`src/rtl/chc_pkg.sv`:
```
// Package for the coefficient header checker: header constants, status codes,
// the header field struct and the header end helper. No dependencies.
`timescale 1ns / 1ps

package chc_pkg;

    localparam int COUNT_BITS_DEF = 26;

    localparam int WORD_W     = 16;
    localparam int STATUS_W   = 3;
    localparam int MASK_W     = 3;
    localparam int NUM_FIELDS = 7;

    localparam logic [WORD_W-1:0] MAGIC_WORD   = 16'h7072;
    localparam logic [WORD_W-1:0] CHECK_SEED   = 16'hA569;
    localparam logic [WORD_W-1:0] ABSENT_A_DIM = 16'd77;

    localparam int HDR_BASE    = 5;
    localparam int A_HDR_LANES = 5;
    localparam int B_HDR_LANES = 3;
    localparam int C_HDR_LANES = 1;

    localparam int B_GROUP_MUL = 380;
    localparam int A_EXTRA_MUL = 171;
    localparam int A_DIM_MUL   = 28;
    localparam int C_DIM_MUL   = 314;
    localparam int TABLE_BIAS  = 79;
    localparam int C_BIAS      = 1;
    localparam int COUNT_BIAS  = 11;

    localparam int TERM_W = 25;
    localparam int SUM_W  = 26;

    localparam int OUT_DEPTH = 8;

    typedef enum logic [STATUS_W-1:0] {
        ST_OK        = 3'd0,
        ST_SHORT     = 3'd1,
        ST_BAD_MAGIC = 3'd2,
        ST_B_NO_A    = 3'd3,
        ST_TRUNC     = 3'd4
    } status_t;

    typedef struct packed {
        logic [WORD_W-1:0] c_dimension;
        logic [WORD_W-1:0] b_groups;
        logic [WORD_W-1:0] b_extra;
        logic [WORD_W-1:0] b_dimension;
        logic [WORD_W-1:0] a_extra;
        logic [WORD_W-1:0] a_option;
        logic [WORD_W-1:0] a_dimension;
    } hdr_fields_t;

    function automatic logic [3:0] hdr_end(input logic [MASK_W-1:0] pres);
        return 4'(HDR_BASE)
            + (pres[0] ? 4'(A_HDR_LANES) : 4'd0)
            + (pres[1] ? 4'(B_HDR_LANES) : 4'd0)
            + (pres[2] ? 4'(C_HDR_LANES) : 4'd0);
    endfunction

endpackage

```
`src/rtl/coefficient_header_checker_unit.sv`:
```
// Top level of the coefficient header checker: lane state, result line, output queue.
// Depends on chc_pkg, chc_count and chc_fifo.
`timescale 1ns / 1ps

// Accepts one lane per clock cycle while s_axis_tready is high, with no gaps between
// arrays. The result of an array passes through the fin_*_reg finish registers before
// it enters the output queue; that delay is set by the two-stage lane count adder
// (chc_count) whose total must settle before the truncation check. The queue holds
// eight results; s_axis_tready drops only while queued plus in-flight results
// would fill it.

module coefficient_header_checker_unit
    import chc_pkg::*;
#(
    parameter int COUNT_BITS = COUNT_BITS_DEF,
    localparam int OUT_BITS = STATUS_W + 1 + WORD_W + COUNT_BITS + MASK_W
                            + NUM_FIELDS * WORD_W,
    localparam int OUT_W = ((OUT_BITS + 7) / 8) * 8
)
(
    input  logic              clk,
    input  logic              rst_n,
    input  logic              s_axis_tvalid,
    output logic              s_axis_tready,
    input  logic [WORD_W-1:0] s_axis_tdata,  // lane_word
    input  logic              s_axis_tlast,
    output logic              m_axis_tvalid,
    input  logic              m_axis_tready,
    // status, sum_match, sum_value, lane_span, present_mask,
    // a_dimension, a_option, a_extra, b_dimension, b_extra, b_groups, c_dimension
    output logic [OUT_W-1:0]  m_axis_tdata
);

    localparam int LVL_W = $clog2(OUT_DEPTH) + 1;

    localparam logic [COUNT_BITS-1:0] LANE_MAGIC  = COUNT_BITS'(0);
    localparam logic [COUNT_BITS-1:0] LANE_SUM    = COUNT_BITS'(1);
    localparam logic [COUNT_BITS-1:0] LANE_PRES_A = COUNT_BITS'(2);
    localparam logic [COUNT_BITS-1:0] LANE_PRES_B = COUNT_BITS'(3);
    localparam logic [COUNT_BITS-1:0] LANE_PRES_C = COUNT_BITS'(4);
    localparam logic [COUNT_BITS-1:0] LANE_HDR    = COUNT_BITS'(HDR_BASE);
    localparam logic [COUNT_BITS-1:0] COUNT_MAX   = {COUNT_BITS{1'b1}};

    logic [COUNT_BITS-1:0] lane_idx_reg, lane_idx_next;
    logic [WORD_W-1:0]     csum_reg, csum_next;
    logic [WORD_W-1:0]     stored_reg, stored_next;
    logic [MASK_W-1:0]     presence_reg, presence_next;
    hdr_fields_t           fields_reg, fields_next;
    status_t               err_reg, err_next;

    logic [2:0]            fin_vld_reg, fin_vld_next;
    logic [COUNT_BITS-1:0] fin_cnt_reg [3];
    status_t               fin_err_reg [3];
    logic [WORD_W-1:0]     fin_csum_reg [3];
    logic [WORD_W-1:0]     fin_stored_reg [3];

    logic                  accept;
    logic [COUNT_BITS-1:0] lane_upd;
    logic [WORD_W-1:0]     csum_upd;
    logic [WORD_W-1:0]     stored_upd;
    status_t               err_upd;
    logic [3:0]            hend;
    logic                  in_hdr;
    logic [3:0]            offset;
    logic [3:0]            b_base;
    logic [3:0]            c_base;
    logic [COUNT_BITS-1:0] exp_count;

    status_t               res_status;
    logic                  res_show;
    logic                  res_csum_ok;
    logic [WORD_W-1:0]     res_csum;
    logic [COUNT_BITS-1:0] res_active;
    logic [MASK_W-1:0]     res_mask;
    hdr_fields_t           res_fields;
    logic [OUT_W-1:0]      res_data;

    logic                  fifo_push;
    logic                  fifo_pop;
    logic [LVL_W-1:0]      fifo_level;
    logic [LVL_W:0]        occupancy;

    chc_count #(
        .COUNT_BITS (COUNT_BITS)
    ) u_count (
        .clk      (clk),
        .rst_n    (rst_n),
        .presence (presence_reg),
        .fields   (fields_reg),
        .count    (exp_count)
    );

    assign occupancy     = (LVL_W + 1)'(fifo_level) + (LVL_W + 1)'($countones(fin_vld_reg));
    assign s_axis_tready = (occupancy < (LVL_W + 1)'(OUT_DEPTH));
    assign accept        = s_axis_tvalid && s_axis_tready;

    assign hend   = hdr_end(presence_reg);
    assign in_hdr = (lane_idx_reg < COUNT_BITS'(hend));
    assign offset = lane_idx_reg[3:0] - 4'(HDR_BASE);
    assign b_base = presence_reg[0] ? 4'(A_HDR_LANES) : 4'd0;
    assign c_base = b_base + (presence_reg[1] ? 4'(B_HDR_LANES) : 4'd0);

    always_comb
    begin
        lane_upd   = (lane_idx_reg == COUNT_MAX) ? lane_idx_reg : lane_idx_reg + 1'b1;
        csum_upd   = csum_reg;
        stored_upd = stored_reg;
        err_upd    = err_reg;
        if (lane_idx_reg >= LANE_PRES_A && (in_hdr || lane_idx_reg < exp_count))
        begin
            csum_upd = csum_reg ^ s_axis_tdata;
        end
        if (lane_idx_reg == LANE_MAGIC)
        begin
            if (s_axis_tdata != MAGIC_WORD)
            begin
                err_upd = ST_BAD_MAGIC;
            end
        end
        else if (lane_idx_reg == LANE_SUM)
        begin
            stored_upd = s_axis_tdata;
        end
        else if (lane_idx_reg == LANE_PRES_C)
        begin
            if (err_reg == ST_OK && presence_reg[1] && !presence_reg[0])
            begin
                err_upd = ST_B_NO_A;
            end
        end
    end

    // Presence and fields are cleared at the third lane of the next array, so they
    // stay frozen while the lane count and the result of the previous one settle.
    always_comb
    begin
        lane_idx_next = lane_idx_reg;
        csum_next     = csum_reg;
        stored_next   = stored_reg;
        presence_next = presence_reg;
        fields_next   = fields_reg;
        err_next      = err_reg;
        fin_vld_next  = {fin_vld_reg[1:0], accept && s_axis_tlast};
        if (accept)
        begin
            lane_idx_next = lane_upd;
            csum_next     = csum_upd;
            stored_next   = stored_upd;
            err_next      = err_upd;
            if (lane_idx_reg == LANE_PRES_A)
            begin
                presence_next = {2'b00, s_axis_tdata != '0};
                fields_next   = '0;
            end
            else if (lane_idx_reg == LANE_PRES_B)
            begin
                presence_next[1] = (s_axis_tdata != '0);
            end
            else if (lane_idx_reg == LANE_PRES_C)
            begin
                presence_next[2] = (s_axis_tdata != '0);
            end
            else if (lane_idx_reg >= LANE_HDR && in_hdr)
            begin
                if (presence_reg[0] && offset == 4'd0)
                begin
                    fields_next.a_dimension = s_axis_tdata;
                end
                if (presence_reg[0] && offset == 4'd1)
                begin
                    fields_next.a_option = s_axis_tdata;
                end
                if (presence_reg[0] && offset == 4'd2)
                begin
                    fields_next.a_extra = s_axis_tdata;
                end
                if (presence_reg[1] && offset == b_base)
                begin
                    fields_next.b_dimension = s_axis_tdata;
                end
                if (presence_reg[1] && offset == b_base + 4'd1)
                begin
                    fields_next.b_extra = s_axis_tdata;
                end
                if (presence_reg[1] && offset == b_base + 4'd2)
                begin
                    fields_next.b_groups = s_axis_tdata;
                end
                if (presence_reg[2] && offset == c_base)
                begin
                    fields_next.c_dimension = s_axis_tdata;
                end
            end
            if (s_axis_tlast)
            begin
                lane_idx_next = '0;
                csum_next     = CHECK_SEED;
                stored_next   = '0;
                err_next      = ST_OK;
            end
        end
    end

    always_ff @(posedge clk or negedge rst_n)
    begin
        if (!rst_n)
        begin
            lane_idx_reg <= '0;
            csum_reg     <= CHECK_SEED;
            stored_reg   <= '0;
            presence_reg <= '0;
            fields_reg   <= '0;
            err_reg      <= ST_OK;
            fin_vld_reg  <= '0;
        end
        else
        begin
            lane_idx_reg <= lane_idx_next;
            csum_reg     <= csum_next;
            stored_reg   <= stored_next;
            presence_reg <= presence_next;
            fields_reg   <= fields_next;
            err_reg      <= err_next;
            fin_vld_reg  <= fin_vld_next;
        end
    end

    always_ff @(posedge clk)
    begin
        fin_cnt_reg[0]    <= lane_upd;
        fin_err_reg[0]    <= err_upd;
        fin_csum_reg[0]   <= csum_upd;
        fin_stored_reg[0] <= stored_upd;
        for (int i = 1; i < 3; i++)
        begin
            fin_cnt_reg[i]    <= fin_cnt_reg[i-1];
            fin_err_reg[i]    <= fin_err_reg[i-1];
            fin_csum_reg[i]   <= fin_csum_reg[i-1];
            fin_stored_reg[i] <= fin_stored_reg[i-1];
        end
    end

    always_comb
    begin
        if (fin_cnt_reg[2] < LANE_HDR)
        begin
            res_status = ST_SHORT;
        end
        else if (fin_err_reg[2] != ST_OK)
        begin
            res_status = fin_err_reg[2];
        end
        else if (fin_cnt_reg[2] < COUNT_BITS'(hend) || fin_cnt_reg[2] < exp_count)
        begin
            res_status = ST_TRUNC;
        end
        else
        begin
            res_status = ST_OK;
        end

        res_show    = (res_status == ST_OK) || (res_status == ST_B_NO_A)
                   || (res_status == ST_TRUNC);
        res_csum_ok = (res_status == ST_OK) && (fin_csum_reg[2] == fin_stored_reg[2]);
        res_csum    = (res_status == ST_OK) ? fin_csum_reg[2] : '0;
        res_active  = '0;
        if (res_status == ST_OK
            || (res_status == ST_TRUNC && fin_cnt_reg[2] >= COUNT_BITS'(hend)))
        begin
            res_active = exp_count;
        end
        res_mask   = res_show ? presence_reg : '0;
        res_fields = res_show ? fields_reg : '0;
        if (res_show && !presence_reg[0])
        begin
            res_fields.a_dimension = ABSENT_A_DIM;
        end

        res_data = OUT_W'({res_fields.c_dimension, res_fields.b_groups,
                           res_fields.b_extra, res_fields.b_dimension,
                           res_fields.a_extra, res_fields.a_option,
                           res_fields.a_dimension, res_mask, res_active,
                           res_csum, res_csum_ok, res_status});
    end

    assign fifo_push = fin_vld_reg[2];
    assign fifo_pop  = m_axis_tvalid && m_axis_tready;

    chc_fifo #(
        .DATA_W (OUT_W)
    ) u_fifo (
        .clk       (clk),
        .rst_n     (rst_n),
        .push      (fifo_push),
        .push_data (res_data),
        .pop       (fifo_pop),
        .pop_data  (m_axis_tdata),
        .not_empty (m_axis_tvalid),
        .level     (fifo_level)
    );

endmodule

```
`src/rtl/chc_count.sv`:
```
// Active lane count pipeline: per-table terms, then total with saturation.
// Depends on chc_pkg.
`timescale 1ns / 1ps

module chc_count
    import chc_pkg::*;
#(
    parameter int COUNT_BITS = COUNT_BITS_DEF
)
(
    input  logic                  clk,
    input  logic                  rst_n,
    input  logic [MASK_W-1:0]     presence,
    input  hdr_fields_t           fields,
    output logic [COUNT_BITS-1:0] count
);

    localparam int CMP_W = (COUNT_BITS > SUM_W) ? COUNT_BITS : SUM_W;

    logic [TERM_W-1:0]     term_a_reg, term_a_next;
    logic [TERM_W-1:0]     term_b_reg, term_b_next;
    logic [TERM_W-1:0]     term_c_reg, term_c_next;
    logic [4:0]            base_reg, base_next;
    logic [SUM_W-1:0]      sum;
    logic [CMP_W-1:0]      sum_ext;
    logic [CMP_W-1:0]      max_ext;
    logic [COUNT_BITS-1:0] count_reg, count_next;

    always_comb
    begin
        term_a_next = '0;
        term_b_next = '0;
        term_c_next = '0;
        if (presence[0])
        begin
            term_a_next = TERM_W'(fields.a_extra) * TERM_W'(A_EXTRA_MUL)
                        + (TERM_W'(fields.a_option) << 1)
                        + TERM_W'(fields.a_dimension) * TERM_W'(A_DIM_MUL)
                        + TERM_W'(TABLE_BIAS);
        end
        if (presence[1])
        begin
            term_b_next = TERM_W'(fields.b_groups) * TERM_W'(B_GROUP_MUL)
                        + TERM_W'(fields.b_dimension)
                        + TERM_W'(fields.b_extra)
                        + TERM_W'(TABLE_BIAS);
        end
        if (presence[2])
        begin
            term_c_next = TERM_W'(fields.c_dimension) * TERM_W'(C_DIM_MUL)
                        + TERM_W'(C_BIAS);
        end
        base_next = 5'(hdr_end(presence)) + 5'(COUNT_BIAS);
    end

    always_comb
    begin
        sum = SUM_W'(base_reg) + SUM_W'(term_a_reg) + SUM_W'(term_b_reg)
            + SUM_W'(term_c_reg);
        sum_ext = CMP_W'(sum);
        max_ext = CMP_W'({COUNT_BITS{1'b1}});
        count_next = (sum_ext > max_ext) ? COUNT_BITS'(max_ext) : COUNT_BITS'(sum_ext);
    end

    always_ff @(posedge clk or negedge rst_n)
    begin
        if (!rst_n)
        begin
            term_a_reg <= '0;
            term_b_reg <= '0;
            term_c_reg <= '0;
            base_reg   <= '0;
            count_reg  <= '0;
        end
        else
        begin
            term_a_reg <= term_a_next;
            term_b_reg <= term_b_next;
            term_c_reg <= term_c_next;
            base_reg   <= base_next;
            count_reg  <= count_next;
        end
    end

    assign count = count_reg;

endmodule

```
`src/rtl/chc_fifo.sv`:
```
// Result queue: register array with write and read pointers and a fill level.
// Depends on chc_pkg for the depth.
`timescale 1ns / 1ps

module chc_fifo
    import chc_pkg::*;
#(
    parameter int DATA_W = 168
)
(
    input  logic                           clk,
    input  logic                           rst_n,
    input  logic                           push,
    input  logic [DATA_W-1:0]              push_data,
    input  logic                           pop,
    output logic [DATA_W-1:0]              pop_data,
    output logic                           not_empty,
    output logic [$clog2(OUT_DEPTH):0]     level
);

    localparam int PTR_W = $clog2(OUT_DEPTH);

    logic [DATA_W-1:0] mem_reg [OUT_DEPTH];
    logic [PTR_W-1:0]  wr_ptr_reg, wr_ptr_next;
    logic [PTR_W-1:0]  rd_ptr_reg, rd_ptr_next;
    logic [PTR_W:0]    level_reg, level_next;

    always_comb
    begin
        wr_ptr_next = push ? PTR_W'(wr_ptr_reg + 1'b1) : wr_ptr_reg;
        rd_ptr_next = pop ? PTR_W'(rd_ptr_reg + 1'b1) : rd_ptr_reg;
        level_next  = level_reg;
        if (push && !pop)
        begin
            level_next = level_reg + 1'b1;
        end
        else if (pop && !push)
        begin
            level_next = level_reg - 1'b1;
        end
    end

    always_ff @(posedge clk or negedge rst_n)
    begin
        if (!rst_n)
        begin
            wr_ptr_reg <= '0;
            rd_ptr_reg <= '0;
            level_reg  <= '0;
        end
        else
        begin
            wr_ptr_reg <= wr_ptr_next;
            rd_ptr_reg <= rd_ptr_next;
            level_reg  <= level_next;
        end
    end

    always_ff @(posedge clk)
    begin
        if (push)
        begin
            mem_reg[wr_ptr_reg] <= push_data;
        end
    end

    assign pop_data  = mem_reg[rd_ptr_reg];
    assign not_empty = (level_reg != '0);
    assign level     = level_reg;

endmodule

```
`config.mk`:
```
export PLATFORM = sky130hd
export DESIGN_NAME = coefficient_header_checker_unit
export DESIGN_NICKNAME = d
export VERILOG_FILES = /design/src/rtl/chc_pkg.sv /design/src/rtl/coefficient_header_checker_unit.sv /design/src/rtl/chc_count.sv /design/src/rtl/chc_fifo.sv
export SDC_FILE = /design/constraint.sdc
export NUM_CORES = 2
export LEC_CHECK = 0
export ABC_AREA = 1
export BUFFER_PORTS_ARGS = -buffer_cell sky130_fd_sc_hd__buf_2
export CAP_MARGIN = 0
export CORE_ASPECT_RATIO = 0.5
export CORE_MARGIN = 1
export CORE_UTILIZATION = 30
export CTS_BUF_LIST = sky130_fd_sc_hd__clkbuf_4 sky130_fd_sc_hd__clkbuf_8 sky130_fd_sc_hd__clkbuf_16
export DETAILED_ROUTE_END_ITERATION = 10
export PLACE_DENSITY = 0.42
export SKIP_CTS_REPAIR_TIMING = 1
export SYNTH_ARGS = -nofsm -noshare
export SYNTH_HDL_FRONTEND = slang
export SYNTH_SLANG_ARGS = --single-unit
```
`constraint.sdc`:
```
create_clock -name clk -period 8.85 [get_ports clk]
set_clock_uncertainty 0.2 [all_clocks]
set_input_delay 0.4425 -clock clk [delete_from_list [all_inputs] [get_ports clk]]
set_output_delay 0.4425 -clock clk [all_outputs]
set_load 0.02 [all_outputs]
```
---- After elaboration in Yosys (flattened, before gate mapping) ----
Memory sizes are Yosys's and may differ from the RTL's.
Cells that the tools add are included.
W data, S select, Z words.
word-level totals
  register bits ........................... 295
  bits in latches ......................... 0
  bits in writable memories ............... 1471
  bits in read-only memories .............. 0
  input bits .............................. 21
  output and inout bits ................... 170
  word-level logic and storage cells ...... 188
  memories ................................ 5
cells by class
  add/subtract/negate cells ............... 26
  multipliers ............................. 4
  div/mod/pow operators ................... 0
  magnitude comparators ................... 10
  eq/ne operators ......................... 17
  shift-type cells ........................ 0
  muxes and demuxes ....................... 47
  bitwise operators ....................... 1
  reduce and logical (&&, ||, !) cells .... 55
memories
  memory          depth  width  read ports  clocked after Yosys merged registers in  write ports  line                                   text
  u_fifo.mem_reg  8      161    1           0                                        1            chc_fifo.sv:23                         logic [DATA_W-1:0] mem_reg [OUT_DEPTH];
  fin_cnt_reg     3      26     3           0                                        3            coefficient_header_checker_unit.sv:52  logic [COUNT_BITS-1:0] fin_cnt_reg [3];
  fin_csum_reg    3      16     3           0                                        3            coefficient_header_checker_unit.sv:54  logic [WORD_W-1:0] fin_csum_reg [3];
  fin_stored_reg  3      16     3           0                                        3            coefficient_header_checker_unit.sv:55  logic [WORD_W-1:0] fin_stored_reg [3];
  fin_err_reg     3      3      3           0                                        3            coefficient_header_checker_unit.sv:53  status_t fin_err_reg [3];
operators with widths
  operator                 count
  $mux W112                5
  $mux W16                 14
  $mux W26                 4
  $mux W25                 3
  $add A26 B25 Y26         2
  $eq A26 B2 Y1 const B    2
  $lt A26 B26 Y1           2
  $lt A26 B4 Y1            2
  $add A25 B16 Y25         2
  $add A25 B7 Y25 const B  2
  $mul A16 B8 Y24 const B  2
  $reduce_and A5 Y1        7
  $mux W3                  11
  $add A26 B1 Y26 const B  1
  $add A5 B25 Y26          1
  $eq A26 B1 Y1 const B    1
  $eq A26 B26 Y1 const B   1
  $eq A26 B3 Y1 const B    1
  $ge A26 B2 Y1 const B    1
  $ge A26 B3 Y1 const B    1
  $ge A26 B4 Y1            1
  $gt A26 B26 Y1 const B   1
  $logic_not A26 Y1        1
  $lt A26 B3 Y1 const B    1
  41 further kinds         91

---- Longest topological paths before layout ----
  depth after elaboration ................. 14
  gate-level depth with buffers ........... 32
  mapped depth without buffers ............ 32

---- Hierarchy ----
From an unflattened synthesis, not the netlist that was laid out.
unflattened totals
  cell total of the unflattened synthesis .. 9919
  area, all modules ....................... 91818.1 µm²
modules (own cells, without submodules)
  module                           instances  cells an instance  area an instance (µm²)  sequential area each (µm²)
  chc_fifo                         1          5881               58153.3                 40608.9
  chc_count                        1          2004               17235.3                 2652.5
  coefficient_header_checker_unit  1          2034               16429.5                 8152.8

---- Worst setup path before layout ----
Ideal clock, no wire load.
  path type ............................... register to register
  from .................................... register fin_vld_reg[2]
  to ...................................... memory u_fifo.mem_reg[0][0] (netlist name) (enable)
  setup time .............................. 0.684 ns
  data arrival time ....................... 7.469 ns
  data required time ...................... 7.966 ns
  slack ................................... 0.498 ns
  cell stages (with the launch flop) ...... 4
  buffers on the path ..................... 0
  period minus slack after synthesis ...... 8.352 ns
  cells stage by stage .................... dfrtp_1 > inv_1 > or2_2 > nor2_1
between the ends
  longest elaborated chain between the ends .. 2
RTL lines
  element                        line                                    text
  from (decl)                    coefficient_header_checker_unit.sv:51   logic [2:0] fin_vld_reg, fin_vld_next;
  from (signal assigned)         coefficient_header_checker_unit.sv:224  fin_vld_reg <= fin_vld_next;
  $mux W1                        chc_fifo.sv:61                          if (push)
  $mux W1 (implied by the code)  chc_fifo.sv:63                          mem_reg[wr_ptr_reg] <= push_data;
  to (decl)                      chc_fifo.sv:23
Every way passes these cells.

---- Worst setup path in the final report ----
  from .................................... register fields_reg[84] (netlist name)
  to ...................................... register u_count.term_b_reg[20]
between the ends
  longest elaborated chain between the ends .. 5
RTL lines
  element                      line                                    text
  from (decl)                  coefficient_header_checker_unit.sv:48   hdr_fields_t fields_reg, fields_next;
  from (signal assigned)       coefficient_header_checker_unit.sv:222  fields_reg <= fields_next;
  $mul A16 B7 Y23              chc_count.sv:43                         term_b_next = TERM_W'(fields.b_groups) * TERM_W'(B_GROUP_MUL)
  $add A25 B16 Y25             chc_count.sv:44                         + TERM_W'(fields.b_dimension)
  $add A25 B16 Y25             chc_count.sv:45                         + TERM_W'(fields.b_extra)
  $add A25 B7 Y25              chc_count.sv:46                         + TERM_W'(TABLE_BIAS);
  $mux W25                     chc_count.sv:41                         if (presence[1])
  net u_count.term_b_next[20]  chc_count.sv:21                         logic [TERM_W-1:0] term_b_reg, term_b_next;
  to (signal assigned)         chc_count.sv:78                         term_b_reg <= term_b_next;
  to (decl)                    chc_count.sv:21
The timed path passes the listed nets, and every way through them passes these cells.
A chain may end at the register's enable or synchronous reset.

==> run metrics <==
Design Area, Final 93120 um2; complex-gate fraction of the synthesized area 9.671%; Netlist cell types 55; die height 371.8 um; CP required 9300 ps; Startpoint Class register; worst-skew pair later-pin latency 890 ps; Synth Area in Simple Gates 12.13%; CP Capture Type register; CP max stage cell fa_1; RSZ-0062 raised after global routing no; min-delay worst type register to register; max cap viols 0; worst hold stages 0; Fmax 150.8 MHz; critical path fanouts, max 7; combinational family with the most area after synthesis simple AND/OR/NAND/NOR gates; Critical Path AT 7080 ps; Synth area leaders edfxtp_1, dfrtp_1, nor2_1; Rows 135; grt ovf 0; Post-synth top cells nor2_1, edfxtp_1, o21ai_0; Final ANT Viol Nets 0; R2R Setup Slk 2220 ps; GRT Total Usage 17.56%; antenna violations before repair 14; layout cells sized above 1 7.898%; Reg clk slew, reported paths 70 ps; routed len/inst 21.72 um; Max VDD drop 315.8 uV; max FFs per register 1288; Sink Count 1766; Reg2Reg Capture Point u_count.term_b_reg[20]; drt drc 0; total power 34.38 mW; post-synthesis sequential area ratio 60.60%; via count 54160; global-route wire length before repair 364.1 mm; Mean Syn Cell Area 10.98 um2; DRT Wirelength 247.0 mm; Setup TNS Final 0 ps; Critical Path Max Stage Delay 590 ps; Num CTS Buffers 178; number of port buffers 183; die width 741.7 um; final net count 8224; HPWL Detailed 155.0 mm; area leader, netlist edfxtp_1; CP dominant cell by count inv_1; status finished clean; WHS Endpoint fin_stored_reg[0][32]; fraction of registers with async set/reset 16.70%; Post-Syn Area 82070 um2; clk root buf clkbuf_16; fillers 27250; die footprint 275800 um2; post-synth top area share 47.13%; Max Slew Vio Count 0; GPL Wtd Cong 0.8648; largest net degree at the start of global routing 233; type of the worst setup path register to register; First-pass DRT Iterations 5; Syn Inst Count 7477; Synth Register Bits 1766; TritonCTS clock tree yes; num ports 191; Max clock buf depth 4; Hold Crit Start fin_stored_reg[0][16]; CP delay by family, top adder cells; Synth Area in XOR/XNOR 1.430%; mux contribution to synthesized area 0%; vias per inst 4.763; R2R cell count 26; Initial Util 30.23%; Fin. Hold Viols 0; initial drt markers 3573; EDFF count, synth 1288; Static Leak 38.17 nW; fin crit share 74.95%; vias in the first global route 53420; WP buf/inv 6; # H-tree levels 4; Worst Tran Pin Value 1171 ps; Synth Warn # 0; min Tclk post-route 6633 ps; Adder-Cell Fraction of Synth Area 11.33%; RR Startpoint fields_reg[84]; Power per Cell Area 369.2 nW/um2; placed cell areas 87050 um2; final setup fails 0; Main synth FF type edfxtp_1; most frequent cell after synthesis nor2_1; core footprint 271400 um2; area growth from synthesis to layout 13.47%; Worst slew margin 21.92%
-- how the worst max path moves through the flow --
stage | from | endpoint | slack, ps | depth (start not counted)
2_1_floorplan | fin_vld_reg[2] | u_fifo.mem_reg[0][0] | 500 | 3
3_3_place_gp | fields_reg[84] | u_count.term_b_reg[24] | 2280 | 28
3_5_place_dp | fields_reg[84] | u_count.term_b_reg[20] | 2280 | 26
4_1_cts | fields_reg[84] | u_count.term_b_reg[20] | 2220 | 26
5_1_grt | fields_reg[84] | u_count.term_b_reg[20] | 1760 | 26
6_report | fields_reg[84] | u_count.term_b_reg[20] | 2220 | 26
-- power breakdown --
group	internal [mW]	switching, mW	total, mW	leakage [nW]
combinational	4.55	11.0	15.6	17.1
sequential	10.4	0.686	11.1	18.1
clock	4.41	3.34	7.75	2.94
total	19.4	15.0	34.4	38.2
-- per-stage QoR --
step | worst slack, ps | instances | utilization [%] | hold WS [ps]
6_report | 2217 | 11370 | 34.31 | 28.44
5_1_grt | 1756 | 11370 | 34.30 | 33.33
4_1_cts | 2221 | 11350 | 34.23 | -546.2
3_5_place_dp | 2281 | 11030 | 32.07 | 112.1
3_3_place_gp | 2280 | 11030 | 32.07 | 109.9
2_1_floorplan | 497.5 | 7483 | - | -53.09
-- routing by layer --
metal / up-vias / GRT usage, % / share of wire [%]
met3: 233 / 2.009 / 3.5
li1: 25840 / - / -
met4: 0 / 2.768 / 1.4
met1: 27210 / 26.26 / 50
met2: 882 / 27.86 / 45
met5: - / 0 / 0
-- layout by cell type (no fill, tap or decap), types with 11 or more instances in the layout --
master,n
a21o_1,15
a21oi_1,196
a31oi_1,167
buf_12,17
buf_2,182
buf_4,51
clkbuf_16,185
clkbuf_4,47
clkbuf_8,16
clkinv_1,17
clkinv_2,22
dfrtp_1,285
dfxtp_1,183
dlygate4sd3_1,20
edfxtp_1,1288
fa_1,232
ha_1,372
inv_1,694
nand2_1,693
nand3_1,96
nand4_1,107
nor2_1,1487
nor3_1,26
nor4_1,17
o21a_1,12
o21ai_0,795
o21ai_1,48
o21bai_1,15
o22ai_1,179
or2_2,11
xnor2_1,34
xor2_1,100
-- final cells by class --
class                   instances  area [um2]  area share (%)
flip-flops and latches       1766       49740           53.41
inverters                     698        2645           2.840
well taps                    3630        4542           4.877
multi-input cells            4684       28470           30.58
clock buffers                 248        5202           5.587
diodes                          5       12.51         0.01344
repair buffers                271        1849           1.986
clock inverters                69       654.4          0.7027
-- logic make-up (layout without fill, tap and decap cells) --
kind of cell	Yosys count	after routing
AOI/OAI and AO/OA	1454	1454
xor gates and xnor gates	134	134
adders and majority gates	604	604
buffers and inverters	1033	1286
DFF	1766	1766
other	1	12
and+or+nand+nor	2485	2485
Note: power is estimated with default switching activity, not from simulation.
